## config.mk

```make
export PLATFORM = sky130hd
export DESIGN_NAME = parallel_port_interface_mode0
export DESIGN_NICKNAME = d
export VERILOG_FILES = /design/src/rtl/core/ppi_pkg.sv /design/src/rtl/core/ppi_exec.sv /design/src/rtl/core/parallel_port_interface_mode0.sv
export SDC_FILE = /design/constraint.sdc
export NUM_CORES = 1
export LEC_CHECK = 0
export BUFFER_PORTS_ARGS = -buffer_cell sky130_fd_sc_hd__clkbuf_2
export CAP_MARGIN = 20
export CORE_ASPECT_RATIO = 0.5
export CORE_MARGIN = 2
export CORE_UTILIZATION = 45
export DETAILED_ROUTE_END_ITERATION = 8
export GPL_TIMING_DRIVEN = 0
export HOLD_SLACK_MARGIN = 0.08
export PLACE_DENSITY_LB_ADDON = 0.3
export SLEW_MARGIN = 30
export SYNTH_ARGS = -nofsm -noshare
export SYNTH_HDL_FRONTEND = slang
export SYNTH_SLANG_ARGS = --single-unit
```

## constraint.sdc

```tcl
create_clock -name clk -period 5.9 [get_ports clk]
set_input_delay 0.885 -clock clk [delete_from_list [all_inputs] [get_ports clk]]
set_output_delay 0.885 -clock clk [all_outputs]
set_load 0.02 [all_outputs]
```

## src/rtl/core/ppi_pkg.sv

```systemverilog
// Shared types and constants for the mode 0 parallel port interface.
// Used by ppi_exec, parallel_port_interface_mode0 and the testbench; no dependencies.

package ppi_pkg;

    localparam logic [1:0] OP_READ   = 2'd0;
    localparam logic [1:0] OP_WRITE  = 2'd1;
    localparam logic [1:0] OP_SAMPLE = 2'd2;

    localparam logic [1:0] ADDR_PORT_A  = 2'd0;
    localparam logic [1:0] ADDR_PORT_B  = 2'd1;
    localparam logic [1:0] ADDR_PORT_C  = 2'd2;
    localparam logic [1:0] ADDR_CONTROL = 2'd3;

    localparam logic [7:0] CW_MODE_SET  = 8'h80;
    localparam logic [7:0] CW_A_MODE    = 8'h60;
    localparam logic [7:0] CW_A_INPUT   = 8'h10;
    localparam logic [7:0] CW_CU_INPUT  = 8'h08;
    localparam logic [7:0] CW_B_MODE    = 8'h04;
    localparam logic [7:0] CW_B_INPUT   = 8'h02;
    localparam logic [7:0] CW_CL_INPUT  = 8'h01;
    localparam logic [7:0] C_UPPER_MASK = 8'hF0;
    localparam logic [7:0] C_LOWER_MASK = 8'h0F;

    typedef struct packed {
        logic [7:0] latch_a;
        logic [7:0] latch_b;
        logic [7:0] latch_c;
        logic [7:0] control_word;
    } ppi_state_t;

    typedef struct packed {
        logic [1:0] operation;
        logic [1:0] reg_address;
        logic [7:0] write_data;
        logic [7:0] pins_a;
        logic [7:0] pins_b;
        logic [7:0] pins_c;
    } ppi_item_t;

    typedef struct packed {
        logic [7:0] read_data;
        logic [7:0] drive_a;
        logic [7:0] drive_b;
        logic [7:0] drive_c;
        logic [3:0] drive_mask;
        logic       status;
    } ppi_result_t;

endpackage

```

## src/rtl/core/ppi_exec.sv

```systemverilog
// Combinational execution of one word: next register state and result.
// Depends on ppi_pkg.

module ppi_exec
    import ppi_pkg::*;
(
    input  ppi_item_t   item,
    input  ppi_state_t  state,
    output ppi_state_t  state_next,
    output ppi_result_t result
);

    logic [7:0] cw;
    logic [7:0] dcw;
    logic [1:0] mode_a;
    logic [1:0] dmode_a;
    logic [7:0] bit_mask;
    logic [7:0] bsr_value;
    logic [7:0] c_write;
    logic [7:0] c_pins;
    logic       status_w;

    always_comb
    begin
        cw        = state.control_word;
        dcw       = item.write_data;
        mode_a    = cw[6:5];
        dmode_a   = dcw[6:5];
        bit_mask  = 8'h01 << item.write_data[3:1];
        bsr_value = item.write_data[0] ? (state.latch_c | bit_mask)
                                       : (state.latch_c & ~bit_mask);
        c_write   = (item.reg_address == ADDR_PORT_C) ? item.write_data : bsr_value;
        c_pins    = item.pins_c;

        state_next = state;
        status_w   = 1'b0;
        result.read_data = 8'h00;

        unique case (item.operation)
            OP_READ:
            begin
                unique case (item.reg_address)
                    ADDR_PORT_A:  result.read_data = state.latch_a;
                    ADDR_PORT_B:  result.read_data = state.latch_b;
                    ADDR_PORT_C:  result.read_data = state.latch_c;
                    default:      result.read_data = state.control_word;
                endcase
            end
            OP_WRITE:
            begin
                if (item.reg_address == ADDR_PORT_A)
                begin
                    if ((cw & CW_A_MODE) != 8'h00)
                        status_w = 1'b1;
                    else if ((cw & CW_A_INPUT) == 8'h00)
                        state_next.latch_a = item.write_data;
                end
                else if (item.reg_address == ADDR_PORT_B)
                begin
                    if ((cw & CW_B_INPUT) == 8'h00)
                        state_next.latch_b = item.write_data;
                end
                else if (item.reg_address == ADDR_CONTROL && (dcw & CW_MODE_SET) != 8'h00)
                begin
                    state_next.control_word = dcw;
                    state_next.latch_a = ((dcw & CW_A_INPUT) != 8'h00 && dmode_a == 2'd0)
                                         ? item.pins_a : 8'h00;
                    status_w = ((dcw & CW_A_INPUT) != 8'h00) && dmode_a[1];
                    state_next.latch_b = ((dcw & CW_B_MODE) == 8'h00
                                          && (dcw & CW_B_INPUT) != 8'h00)
                                         ? item.pins_b : 8'h00;
                    state_next.latch_c =
                        (((dcw & CW_CU_INPUT) != 8'h00) ? (c_pins & C_UPPER_MASK) : 8'h00) |
                        (((dcw & CW_CL_INPUT) != 8'h00) ? (c_pins & C_LOWER_MASK) : 8'h00);
                end
                else
                begin
                    state_next.latch_c =
                        (((cw & CW_CU_INPUT) == 8'h00) ? c_write : state.latch_c) & C_UPPER_MASK |
                        (((cw & CW_CL_INPUT) == 8'h00) ? c_write : state.latch_c) & C_LOWER_MASK;
                end
            end
            OP_SAMPLE:
            begin
                status_w = mode_a[1];
                if (mode_a == 2'd0 && (cw & CW_A_INPUT) != 8'h00)
                    state_next.latch_a = item.pins_a;
                if ((cw & CW_B_MODE) == 8'h00 && (cw & CW_B_INPUT) != 8'h00)
                    state_next.latch_b = item.pins_b;
                state_next.latch_c =
                    (((cw & CW_CU_INPUT) != 8'h00) ? c_pins : state.latch_c) & C_UPPER_MASK |
                    (((cw & CW_CL_INPUT) != 8'h00) ? c_pins : state.latch_c) & C_LOWER_MASK;
            end
            default:
            begin
                status_w = 1'b0;
            end
        endcase

        result.drive_a    = state_next.latch_a;
        result.drive_b    = state_next.latch_b;
        result.drive_c    = state_next.latch_c;
        result.drive_mask = {(state_next.control_word & CW_CL_INPUT) == 8'h00,
                             (state_next.control_word & CW_CU_INPUT) == 8'h00,
                             (state_next.control_word & CW_B_INPUT)  == 8'h00,
                             (state_next.control_word & CW_A_INPUT)  == 8'h00};
        result.status     = status_w;
    end

endmodule

```

## src/rtl/core/parallel_port_interface_mode0.sv

```systemverilog
// Top level of the mode 0 parallel port interface: input register, port
// latches and control word, result register. Depends on ppi_pkg and ppi_exec.
//
// Usage:
// Each input word is a bus read, a bus write or a sample of the A, B and C
// pins, and yields exactly one result word carrying the read data, the
// three port latches, the output enables and an error status.
// Both channels use valid and stall; a word moves at a rising edge where
// valid is high and stall is low.
// A word taken at an edge is registered, executed against the port state,
// and its result is registered in the result register. Throughput is one
// word per cycle while the receiver does not stall, set by the single pass
// through the execute logic between the input and result registers.
// When the receiver stalls, the result register holds its word; the input
// register then also holds, and in_stall rises while it is occupied.
// Reset empties both pipeline stages and clears all port latches and the
// control word, leaving every port an output in mode 0 with a zero latch.

module parallel_port_interface_mode0
    import ppi_pkg::*;
(
    input  logic       clk,
    input  logic       rst_n,
    input  logic       in_valid,
    output logic       in_stall,
    input  logic [1:0] operation,
    input  logic [1:0] reg_address,
    input  logic [7:0] write_data,
    input  logic [7:0] pins_a,
    input  logic [7:0] pins_b,
    input  logic [7:0] pins_c,
    output logic       out_valid,
    input  logic       out_stall,
    output logic [7:0] read_data,
    output logic [7:0] drive_a,
    output logic [7:0] drive_b,
    output logic [7:0] drive_c,
    output logic [3:0] drive_mask,
    output logic       status
);

    logic        item_valid_reg;
    ppi_item_t   item_reg;
    ppi_state_t  state_reg;
    ppi_state_t  state_next;
    logic        out_valid_reg;
    ppi_result_t result_reg;
    ppi_result_t result_next;
    logic        advance;

    ppi_exec u_exec
    (
        .item       (item_reg),
        .state      (state_reg),
        .state_next (state_next),
        .result     (result_next)
    );

    assign advance  = item_valid_reg && (!out_valid_reg || !out_stall);
    assign in_stall = item_valid_reg && !advance;

    always_ff @(posedge clk or negedge rst_n)
    begin
        if (!rst_n)
        begin
            item_valid_reg <= 1'b0;
            out_valid_reg  <= 1'b0;
            state_reg      <= '0;
        end
        else
        begin
            if (!in_stall)
                item_valid_reg <= in_valid;
            if (advance)
            begin
                state_reg     <= state_next;
                out_valid_reg <= 1'b1;
            end
            else if (!out_stall)
            begin
                out_valid_reg <= 1'b0;
            end
        end
    end

    always_ff @(posedge clk)
    begin
        if (in_valid && !in_stall)
            item_reg <= '{operation, reg_address, write_data, pins_a, pins_b, pins_c};
        if (advance)
            result_reg <= result_next;
    end

    assign out_valid  = out_valid_reg;
    assign read_data  = result_reg.read_data;
    assign drive_a    = result_reg.drive_a;
    assign drive_b    = result_reg.drive_b;
    assign drive_c    = result_reg.drive_c;
    assign drive_mask = result_reg.drive_mask;
    assign status     = result_reg.status;

`ifndef ASSERT_OFF
    a_stall_needs_item: assert property (@(posedge clk) disable iff (!rst_n)
        in_stall |-> item_valid_reg)
        else $error("in_stall raised with an empty input register");

    a_advance_gives_result: assert property (@(posedge clk) disable iff (!rst_n)
        advance |=> out_valid)
        else $error("executed word did not reach the result register");

    a_drain_empties: assert property (@(posedge clk) disable iff (!rst_n)
        (out_valid && !out_stall && !item_valid_reg) |=> !out_valid)
        else $error("result word repeated after it was taken");
`endif

endmodule

```

# == Word level (Yosys, flattened, before mapping) ==
# Cells that the tools add are included.
# totals
reg_bits,107
out_inout_bits,39
# op_classes
n_eq_ne,6
n_shift,1
mux,33
bitwise_logic,8
n_reduce_logical,30
# op_table
op,count
$mux W8,17
$logic_not A8 Y1,10
$pmux W24 S2,1
$mux W16,2
$mux W24,1
$pmux W8 S3,1
$or A8 B4 Y8,2
$or A8 B8 Y8,2
$mux W4,3
$logic_and A1 B1 Y1,9
$and A8 B8 Y8,1
$logic_not A2 Y1,4
$not A8 Y8,1
$reduce_bool A8 Y1,1
$shl A1 B3 Y8 const A,1
$eq A2 B2 Y1 const B,3
$mux W1,6
$mux W5,1
$reduce_and A5 Y1,1
$eq A2 B1 Y1 const B,2
$logic_not A1 Y1,4
$ne A2 B1 Y1 const B,1
$not A1 Y1,2
$pmux W1 S2,1
$logic_or A1 B1 Y1,1

# == Depth between registers and ports, before layout ==
# Gate-level depths: netlist of the first run.
# depth
ltp_word,12
mapped_depth,8
mapped_depth_nobuf,6

# == Hierarchy ==
# A second synthesis of the first run with hierarchy kept.
# unflattened
cells_unflattened,491
hier_area_um2,5840.6
# by_module_without_submodules
mod,instances,cells_per_inst,area_each_um2
parallel_port_interface_mode0,1,148,3484.6
ppi_exec,1,343,2356.0

# == Worst setup path before layout of the first run ==
# OpenSTA, ideal clock, no wires.
# synth_path
kind,input-to-reg
startpoint,input port out_stall
endpoint,register result_reg (netlist bit drive_a[0]) (enable)
setup_ns,0.416
t_arrival_ns,2.439
t_required_ns,5.484
slack_ns,3.045
stages,4
n_path_buf,1
cell_sequence,nand2_1 -> nand2_1 -> clkinv_1 -> clkbuf_1
# synth_via
elab_chain_len,3
# synth_lines
element,line,rtl
from (decl),parallel_port_interface_mode0.sv:33,"input logic out_stall,"
$logic_not A1 Y1,-,
$logic_or A1 B1 Y1,parallel_port_interface_mode0.sv:59,assign advance = item_valid_reg && (!out_valid_reg || !out_stall);
$logic_and A1 B1 Y1,parallel_port_interface_mode0.sv:59,
via advance,parallel_port_interface_mode0.sv:49,logic advance;
to (signal assigned),parallel_port_interface_mode0.sv:91,result_reg <= result_next;
to (decl),parallel_port_interface_mode0.sv:47,ppi_result_t result_reg;
# The timed path passes the listed nets, and every way through them passes these cells.
# A chain may end at the register's enable or synchronous reset.

==> results of run 1 <==
[cell families (layout without fill, tap and decap cells)]
kind of cell	Yosys count	count (layout)	synth area share [%]
simple gates	169	169	15.52
compound gates	159	159	19.25
mux	41	41	9.226
flops	107	107	51.00
buf+inv	65	160	4.382
fa+ha+maj	3	3	0.6291
[cell type report]
type | instances | area (um2) | area share (%)
Clock inverter | 6 | 105.1 | 1.515
Timing Repair Buffer | 79 | 420.4 | 6.058
Tap cell | 170 | 212.7 | 3.065
Sequential cell | 107 | 3043 | 43.85
Inverter | 20 | 75.07 | 1.082
Multi-Input combinational cell | 372 | 2664 | 38.39
Clock buffer | 10 | 229.0 | 3.300
Buffer | 45 | 190.2 | 2.741
[critical path, cell delays in order (launching register included)]
cell      delay (ns)
edfxtp_1        0.36
inv_1           0.06
ha_1            0.34
clkbuf_1        0.52
clkbuf_1        0.54
clkbuf_1        0.58
nand2_1         0.21
o21ai_0         0.23
[cells in the mapped netlist (8+ instances only)]
master	number
a22oi_1	11
nand2_1	44
mux2_2	17
nand3_1	16
dfrtp_1	34
nor2b_1	9
nor2_1	29
a31oi_1	8
and2_1	11
edfxtp_1	73
o21ai_0	22
a21oi_1	27
nand2b_1	12
buf_2	8
clkbuf_1	34
inv_1	18
mux2i_1	13
a211oi_1	8
a22o_1	9
[per-layer routing]
layer	GRT usage, %	vias up	routed length (um)
li1	-	2281	-
met1	37.45	2439	8031
met4	7.053	0	320
met2	36.06	367	7366
met3	10.45	38	2487
met5	0	-	0
[stage by stage]
step / power, uW / setup slack, ns / hold WS, ns
3_3_place_gp: 1777 / 2.036 / 0.4493
3_5_place_dp: 1802 / 2.927 / 0.4536
4_1_cts: 2478 / 3.071 / 0.4701
6_report: 2497 / 2.887 / 0.4700
5_1_grt: 2606 / 2.832 / 0.4997
2_1_floorplan: 1562 / 3.045 / 0.4339
[worst paths after layout]
| check | to | startpoint | depth (start not counted) |
|---|---|---|---|
| worst max-delay path | drive_c[5] | item_reg[34] | 7 |
| worst min-delay path | state_reg[7] | state_reg[7] | 1 |
| worst max register to register | drive_c[5] | item_reg[34] | 7 |
| worst min register to register | state_reg[7] | state_reg[7] | 1 |
| max in group asynchronous | state_reg[19] | rst_n | 1 |
| min in group asynchronous | state_reg[14] | rst_n | 1 |
[power by group through the flow]
stage               clock (uW)  combinational, uW  sequential (uW)
floorplan                    0                457             1110
global placement             0                669             1110
detailed placement           0                691             1110
CTS                        688                693             1100
global route               719                767             1120
finish                     682                707             1110
==> results.sh, run 1 <==
export IMPL_clockBufferDepth=2
export IMPL_die_w_um=166.9
export IMPL_syn_area_per_cell_um2=10.97
export IMPL_cp_max_fo=10
export IMPL_start_util_pct=46.59
export IMPL_synth_seq_cells=107
export IMPL_gp_congestion=0.9634
export IMPL_track_usage_pct=25.97
export IMPL_dp_cells=793
export IMPL_drt_iter0_drc=842
export IMPL_cts_buffers=9
export IMPL_utilization_pct=54.18
export IMPL_end_kind="flip-flop"
export IMPL_tns_ns=0
export IMPL_nNetsFinal=677
export IMPL_crit_required_ns=6.08
export IMPL_seq_power_share_pct=44.4
export IMPL_yosysTopAreaCell="edfxtp_1"
export IMPL_synth_flop_cell="edfxtp_1"
export IMPL_clock_sinks=107
export IMPL_critPathKind="flip-flop to flip-flop"
export IMPL_finalHoldViolations=0
export IMPL_h_tree_depth=3
export IMPL_routed_wl_um=18210
export IMPL_period_needed_ns=3.013
export IMPL_grt_pass1_wl_um=27840
export IMPL_skew_ns=0.007084
export IMPL_async_flop_share_pct=31.78
export IMPL_drive_above_1_share_pct=21.44
export IMPL_switching_power_uw=828.0
export IMPL_combPwrFrac_pct=28.3
export IMPL_synth_top_area_share_pct=36.74
export IMPL_synth_area_leaders="edfxtp_1 37%, dfrtp_1 14%, mux2_2 3.2%"
export IMPL_boundaryPins=79
export IMPL_root_buffer="clkbuf_16"
export IMPL_rsz0062_at_grt="false"
export IMPL_fillers=1132
export IMPL_final_cells=809
export IMPL_fp_dieH_um=85.43
export IMPL_vias=5125
export IMPL_drc=0
export IMPL_max_cap_violations=0
export IMPL_yosysWarnings=0
export IMPL_clkPwrFrac_pct=27.3
export IMPL_reg2reg_slack_ns=2.89
export IMPL_route_antenna_remaining_nets=0
export IMPL_ys_seq_area_share_pct=51.00
export IMPL_grt_max_degree=47
export IMPL_antenna_found_initial=0
export IMPL_insertion_delay_ns=0.35
export IMPL_p_int_uw=1669
export IMPL_synth_area_um2=5967
export IMPL_cts_resized=0
export IMPL_yosysUniqueCellTypes=71
export IMPL_syn2layout_area_growth_pct=16.29
export IMPL_min_path_type="flip-flop to flip-flop"
export IMPL_synthesis_nets=587
export IMPL_viasPerCell=6.335
export IMPL_vdd_drop_max_uv=138.6
export IMPL_stdcell_area_um2=6939
export IMPL_cts_hold_buf=0
export IMPL_tightest_slew_ns=0.8105
export IMPL_switching_share_pct=33.16
export IMPL_post_route_period_util_pct=51.07
export IMPL_cts_tree="built"
export IMPL_synth_edff_count=73
export IMPL_synth_cells=544
export IMPL_p_leak_uw=0.002701
export IMPL_dieArea_um2=14250
export IMPL_grt_overflow=0
export IMPL_status="complete, no violations"
export IMPL_first_global_vias=4865
export IMPL_post_cts_buffers=0
export IMPL_post_dp_hpwl_um=12970
export IMPL_layout_common_cells="77 x clkbuf_2, 73 x edfxtp_1, 44 x nand2_1"
export IMPL_final_common_cell="clkbuf_2"
export IMPL_cp_start_kind="flip-flop"
export IMPL_coreArea_um2=12810
export IMPL_post_dp_cell_area_um2=6605
export IMPL_wire_per_inst_um=22.50
export IMPL_cp_arrival_ns=3.20
export IMPL_power_density_nw_per_um2=359.9
export IMPL_firstDrtPassIters=6
export IMPL_fp_row_count=29
export IMPL_io_buffers=78
export IMPL_setup_viol=0
export IMPL_slew_headroom_pct=45.85
export IMPL_cts_clk_slew_worst_paths_ns=0.07
export IMPL_antenna_cells=0
export IMPL_largest_register_ffs=36
export IMPL_drv_slew=0
export IMPL_fmaxAchievable_mhz=331.9
Power figures use the tool's default switching activity.
==> inputs of run 2 (changes only) <==
--- a/config.mk
+++ b/config.mk
@@ -5,6 +5,7 @@
 export SDC_FILE = /design/constraint.sdc
 export NUM_CORES = 1
 export LEC_CHECK = 0
+export ABC_AREA = 1
 export BUFFER_PORTS_ARGS = -buffer_cell sky130_fd_sc_hd__clkbuf_2
 export CAP_MARGIN = 20
 export CORE_ASPECT_RATIO = 0.5
==> constraint.sdc (replaced) <==
create_clock -name clk -period 3.03 [get_ports clk]
set_input_delay 0.4545 -clock clk [delete_from_list [all_inputs] [get_ports clk]]
set_output_delay 0.4545 -clock clk [all_outputs]
set_load 0.02 [all_outputs]
==> results.sh, run 2 <==
export IMPL_cts_tree="built"
export IMPL_period_needed_ns=2.286
export IMPL_insertion_delay_ns=0.34
export IMPL_tns_ns=0
export IMPL_status="complete, no violations"
export IMPL_nNetsFinal=823
export IMPL_yosysMostFrequentCell="nand2_1"
export IMPL_synth_commonest_cells="201 x nand2_1, 75 x inv_1, 73 x edfxtp_1, 71 x o21ai_0, 55 x a21oi_1"
export IMPL_crit_required_ns=3.31
export IMPL_boundaryPins=79
export IMPL_power_density_nw_per_um2=692.0
export IMPL_grt_max_degree=47
export IMPL_root_buffer="clkbuf_16"
export IMPL_antenna_cells=0
export IMPL_clock_sinks=107
export IMPL_vias=5335
export IMPL_first_global_vias=4805
export IMPL_setup_viol=0
export IMPL_p_leak_uw=0.003064
export IMPL_rsz0062_at_grt="false"
export IMPL_clockBufferDepth=2
export IMPL_vdd_drop_max_uv=325.5
export IMPL_switching_share_pct=35.96
export IMPL_slew_headroom_pct=45.68
export IMPL_layout_common_cells="201 x nand2_1, 78 x clkbuf_2, 74 x inv_1"
export IMPL_post_dp_hpwl_um=12060
export IMPL_gp_congestion=0.9591
export IMPL_drive_above_1_share_pct=16.94
export IMPL_grt_pass1_wl_um=26140
export IMPL_combPwrFrac_pct=30.4
export IMPL_finalHoldViolations=0
export IMPL_synth_edff_count=73
export IMPL_io_buffers=78
export IMPL_skew_ns=0.009752
export IMPL_viasPerCell=5.586
export IMPL_h_tree_depth=3
export IMPL_clkPwrFrac_pct=25.7
export IMPL_track_usage_pct=24.97
export IMPL_dp_cells=939
export IMPL_fp_row_count=29
export IMPL_switching_power_uw=1692
export IMPL_yosysUniqueCellTypes=37
export IMPL_tightest_slew_ns=0.8149
export IMPL_ys_seq_area_share_pct=51.94
export IMPL_post_cts_buffers=0
export IMPL_syn2layout_area_growth_pct=16.08
export IMPL_fp_dieH_um=84.68
export IMPL_syn_area_per_cell_um2=8.490
export IMPL_cts_clk_slew_worst_paths_ns=0.07
export IMPL_cp_max_fo=10
export IMPL_die_w_um=165.4
export IMPL_synth_cells=690
export IMPL_max_cap_violations=0
export IMPL_final_cells=955
export IMPL_synth_flop_cell="edfxtp_1"
export IMPL_synth_area_um2=5858
export IMPL_dieArea_um2=14000
export IMPL_yosysTopAreaCell="edfxtp_1"
export IMPL_routed_wl_um=16880
export IMPL_critPathKind="flip-flop to flip-flop"
export IMPL_synth_top_area_share_pct=37.42
export IMPL_cp_arrival_ns=2.57
export IMPL_yosysWarnings=0
export IMPL_start_util_pct=46.13
export IMPL_cts_buffers=9
export IMPL_end_kind="flip-flop"
export IMPL_synth_seq_cells=107
export IMPL_cp_start_kind="flip-flop"
export IMPL_synthesis_nets=733
export IMPL_coreArea_um2=12700
export IMPL_p_int_uw=3014
export IMPL_grt_overflow=0
export IMPL_drv_slew=0
export IMPL_drt_iter0_drc=633
export IMPL_cts_hold_buf=0
export IMPL_firstDrtPassIters=5
export IMPL_multi_input_area_um2=2332
export IMPL_largest_register_ffs=36
export IMPL_synth_area_leaders="edfxtp_1 37%, dfrtp_1 15%, nand2_1 13%"
export IMPL_fmaxAchievable_mhz=437.5
export IMPL_min_path_type="input pin to async pin"
export IMPL_fillers=1195
export IMPL_async_flop_share_pct=31.78
export IMPL_final_common_cell="nand2_1"
export IMPL_drc=0
export IMPL_seq_power_share_pct=43.9
export IMPL_post_route_period_util_pct=75.44
export IMPL_wire_per_inst_um=17.67
export IMPL_antenna_found_initial=0
export IMPL_cts_resized=0
export IMPL_route_antenna_remaining_nets=0
export IMPL_regArea_um2=3043
==> run 2: cell types whose count changed in the layout (fill, tap and decap cells not counted), moves of 9 or more <==
cell	previous run	this run
nand2_1	44	201
inv_1	18	74
o21ai_0	22	71
nand3_1	16	52
a21oi_1	27	55
clkbuf_1	34	17
mux2_2	17	0
mux2i_1	13	0
nand2b_1	12	0
a22oi_1	11	0
and2_1	10	0
a22o_1	9	0
nor2b_1	9	0
==> run 2: cells by family (layout without fill, tap and decap cells) <==
| logic type | after synthesis | in the layout | synth area share (%) |
|---|---|---|---|
| buf+inv | 112 | 207 | 8.244 |
| compound gates | 177 | 177 | 17.92 |
| fa+ha+maj | 3 | 3 | 0.6408 |
| simple gates | 291 | 291 | 21.25 |
| flops | 107 | 107 | 51.94 |
==> run 2: final timing paths <==
kind / start / end / slack, ns / cells past startpoint
worst max-delay path: item_reg[34] / state_reg[30] / 0.74 / 10
worst min-delay path: rst_n / state_reg[22] / 0.13 / 1
worst max register to register: item_reg[34] / state_reg[30] / 0.74 / 10
worst min register to register: state_reg[7] / state_reg[7] / 0.46 / 2
max in group asynchronous: rst_n / state_reg[18] / 2.51 / 1
min in group clk: write_data[1] / item_reg[25] / 0.28 / 1
==> run 2: layer usage <==
metal | wire, um | GRT usage [%]
met5 | 0 | 0
met2 | 7056 | 35.80
met4 | 199 | 5.251
met1 | 7679 | 37.39
met3 | 1942 | 7.411
==> run 2: metrics by stage <==
stage               worst slack [ns]  hold slack, ns  total power, uW  utilization [%]  instance area [um2]
detailed placement            0.8233          0.4432             3482            51.13                 6494
global placement              0.5910          0.4320             3439            50.88                 6461
CTS                           0.8014          0.1378             4687            53.55                 6800
floorplan                      1.116          0.1589             3032                -                 5858
global route                  0.5839          0.1632             4971            53.55                 6800
finish                        0.7443          0.1318             4706            53.55                 6800
==> run 2: cell type report <==
cell class                 instances  share of cell area [%]
buffer                            34                   2.797
timing repair buffer              79                   6.182
tap                              170                   3.128
sequential                       107                   44.75
clock inverter                     3                  0.6808
multi-input combinational        471                   34.30
inverter                          78                   4.342
clock buffer                      13                   3.827
==> run 2: worst max-delay path: stages (launching register included) <==
cell,delay (ns)
edfxtp_1,0.39
inv_1,0.09
ha_1,0.14
buf_2,0.21
clkbuf_1,0.65
o21ai_0,0.20
a21oi_1,0.16
nor2_1,0.06
a22oi_2,0.17
nand2_1,0.07
nand2_1,0.08
==> run 2: power by group through the flow <==
stage / Clock (uW) / Combinational (uW) / Sequential, uW
floorplan: 0 / 890 / 2140
global placement: 0 / 1350 / 2090
detailed placement: 0 / 1390 / 2090
CTS: 1220 / 1400 / 2060
global route: 1280 / 1600 / 2100
finish: 1210 / 1430 / 2070
==> inputs of run 3 (changes only) <==
==> constraint.sdc (replaced) <==
create_clock -name clk -period 2 [get_ports clk]
set_input_delay 0.3 -clock clk [delete_from_list [all_inputs] [get_ports clk]]
set_output_delay 0.3 -clock clk [all_outputs]
set_load 0.02 [all_outputs]
==> results.sh, run 3 (synthesis gave the netlist of run 2 again) <==
export IMPL_status="complete, no violations"
export IMPL_cp_arrival_ns=2.07
export IMPL_r2r_start="item_reg[25]"
export IMPL_crit_start="item_reg[25]"
export IMPL_fmaxAchievable_mhz=518.3
export IMPL_antenna_found_initial=0
export IMPL_boundaryPins=79
export IMPL_grt_pass1_wl_um=26220
export IMPL_start_util_pct=46.13
export IMPL_dp_cells=939
export IMPL_final_common_cell="nand2_1"
export IMPL_routed_wl_um=16940
export IMPL_vias=5335
export IMPL_route_antenna_remaining_nets=0
export IMPL_fin_ws_ns=0.07055
export IMPL_setup_viol=0
export IMPL_dpl_worst_slack_ns=-0.2067
export IMPL_crit_required_ns=2.15
export IMPL_fp_row_count=29
export IMPL_fp_dieH_um=84.68
export IMPL_tightest_slew_ns=0.7333
export IMPL_min_path_type="input pin to flip-flop"
export IMPL_vdd_drop_max_uv=488.1
export IMPL_regArea_um2=3043
export IMPL_nNetsFinal=829
export IMPL_fillers=1193
export IMPL_r2r_end="drive_b[4]"
export IMPL_antenna_cells=0
export IMPL_drive_above_1_share_pct=18.96
export IMPL_end_kind="flip-flop"
export IMPL_root_buffer="clkbuf_16"
export IMPL_drc=0
export IMPL_cts_clk_slew_worst_paths_ns=0.07
export IMPL_slew_headroom_pct=51.12
export IMPL_tns_ns=0
export IMPL_p_total_uw=7164
export IMPL_rsz0062_at_grt="true"
export IMPL_grt_overflow=0
export IMPL_first_global_vias=4817
export IMPL_track_usage_pct=25.02
export IMPL_dieArea_um2=14000
export IMPL_hp_start="write_data[1]"
export IMPL_stdcell_area_um2=6890
export IMPL_cts_tree="built"
export IMPL_layout_common_cells="200 x nand2_1, 80 x clkbuf_2, 73 x edfxtp_1"
export IMPL_reg2reg_depth=7
export IMPL_max_cap_violations=0
export IMPL_cp_max_fo=8
export IMPL_firstDrtPassIters=5
export IMPL_skew_ns=0.01122
export IMPL_viasPerCell=5.552
export IMPL_syn2layout_area_growth_pct=17.62
export IMPL_insertion_delay_ns=0.35
export IMPL_io_buffers=78
export IMPL_p_leak_uw=0.003112
export IMPL_multi_input_area_um2=2352
export IMPL_cts_buffers=9
export IMPL_post_dp_hpwl_um=12060
export IMPL_cp_start_kind="flip-flop"
export IMPL_finalHoldViolations=0
export IMPL_period_needed_ns=1.929
export IMPL_hold_end="item_reg[25]"
export IMPL_critPathKind="flip-flop to flip-flop"
export IMPL_wire_per_inst_um=17.63
export IMPL_final_cells=961
export IMPL_post_dp_cell_area_um2=6494
export IMPL_largest_register_ffs=36
export IMPL_drv_slew=0
export IMPL_hold_path_depth=1
export IMPL_reg2reg_slack_ns=0.07
export IMPL_power_density_nw_per_um2=1040
export IMPL_gp_congestion=0.9591
export IMPL_h_tree_depth=3
export IMPL_die_w_um=165.4
export IMPL_grt_max_degree=47
export IMPL_coreArea_um2=12700
export IMPL_drt_iter0_drc=552
export IMPL_clock_sinks=107
export IMPL_post_route_period_util_pct=96.47
export IMPL_clockBufferDepth=2
-- run 3: critical path, cell delays in order (launching register included) --
cell and delay [ns]:
edfxtp_1 0.35, clkbuf_2 0.21, clkinvlp_4 0.26, nor2_4 0.27
nand2_1 0.12, o22ai_1 0.12, o211ai_1 0.11, a21boi_0 0.29
-- run 3: area by class of cell --
class                           count  share of cell area [%]
Tap cell                          170                   3.087
Inverter                           78                   4.340
Buffer                             33                   2.924
Clock buffer                       13                   3.777
Clock inverter                      3                  0.6719
Sequential cell                   107                   44.16
Timing Repair Buffer               86                   6.900
Multi-Input combinational cell    471                   34.14
-- run 3: power breakdown --
group,total [uW],leakage (uW),switching (uW),internal (uW)
Clock,1830,0.000146,788,1040
Combinational,2200,0.00183,1490,704
Sequential,3130,0.00113,299,2830
-- run 3: worst max-delay path by stage --
stage	end	cells past startpoint
2_1_floorplan	item_reg[0]	5
6_report	drive_b[4]	7
3_5_place_dp	state_reg[30]	10
4_1_cts	state_reg[21]	7
3_3_place_gp	drive_a[6]	5
5_1_grt	drive_b[4]	7
-- run 3: routing by layer --
layer / global-route usage [%] / routed length [um] / vias to the layer above
met5: 0 / 0 / -
met4: 5.251 / 196 / 0
met3: 7.955 / 1793 / 13
met2: 35.87 / 7104 / 255
met1: 37.13 / 7849 / 2539
li1: - / - / 2528
-- run 3: through the flow --
stage / hold WS [ns] / utilization (%)
final: 0.1229 / 54.26
after global routing: 0.1117 / 54.26
after CTS: 0.1180 / 53.70
after detailed placement: 0.3526 / 51.13
after global placement: 0.4320 / 50.88
after floorplan: 0.004409 / -
-- run 3: timing repair --
item                                    in CTS  in global routing
pin swaps                                    0                  1
gates resized for setup                      5                 15
endpoints found under the hold margin       34                  0
buffers inserted                             0                  6
hold buffers                                 1                  0
endpoints found under the setup margin      29                 48
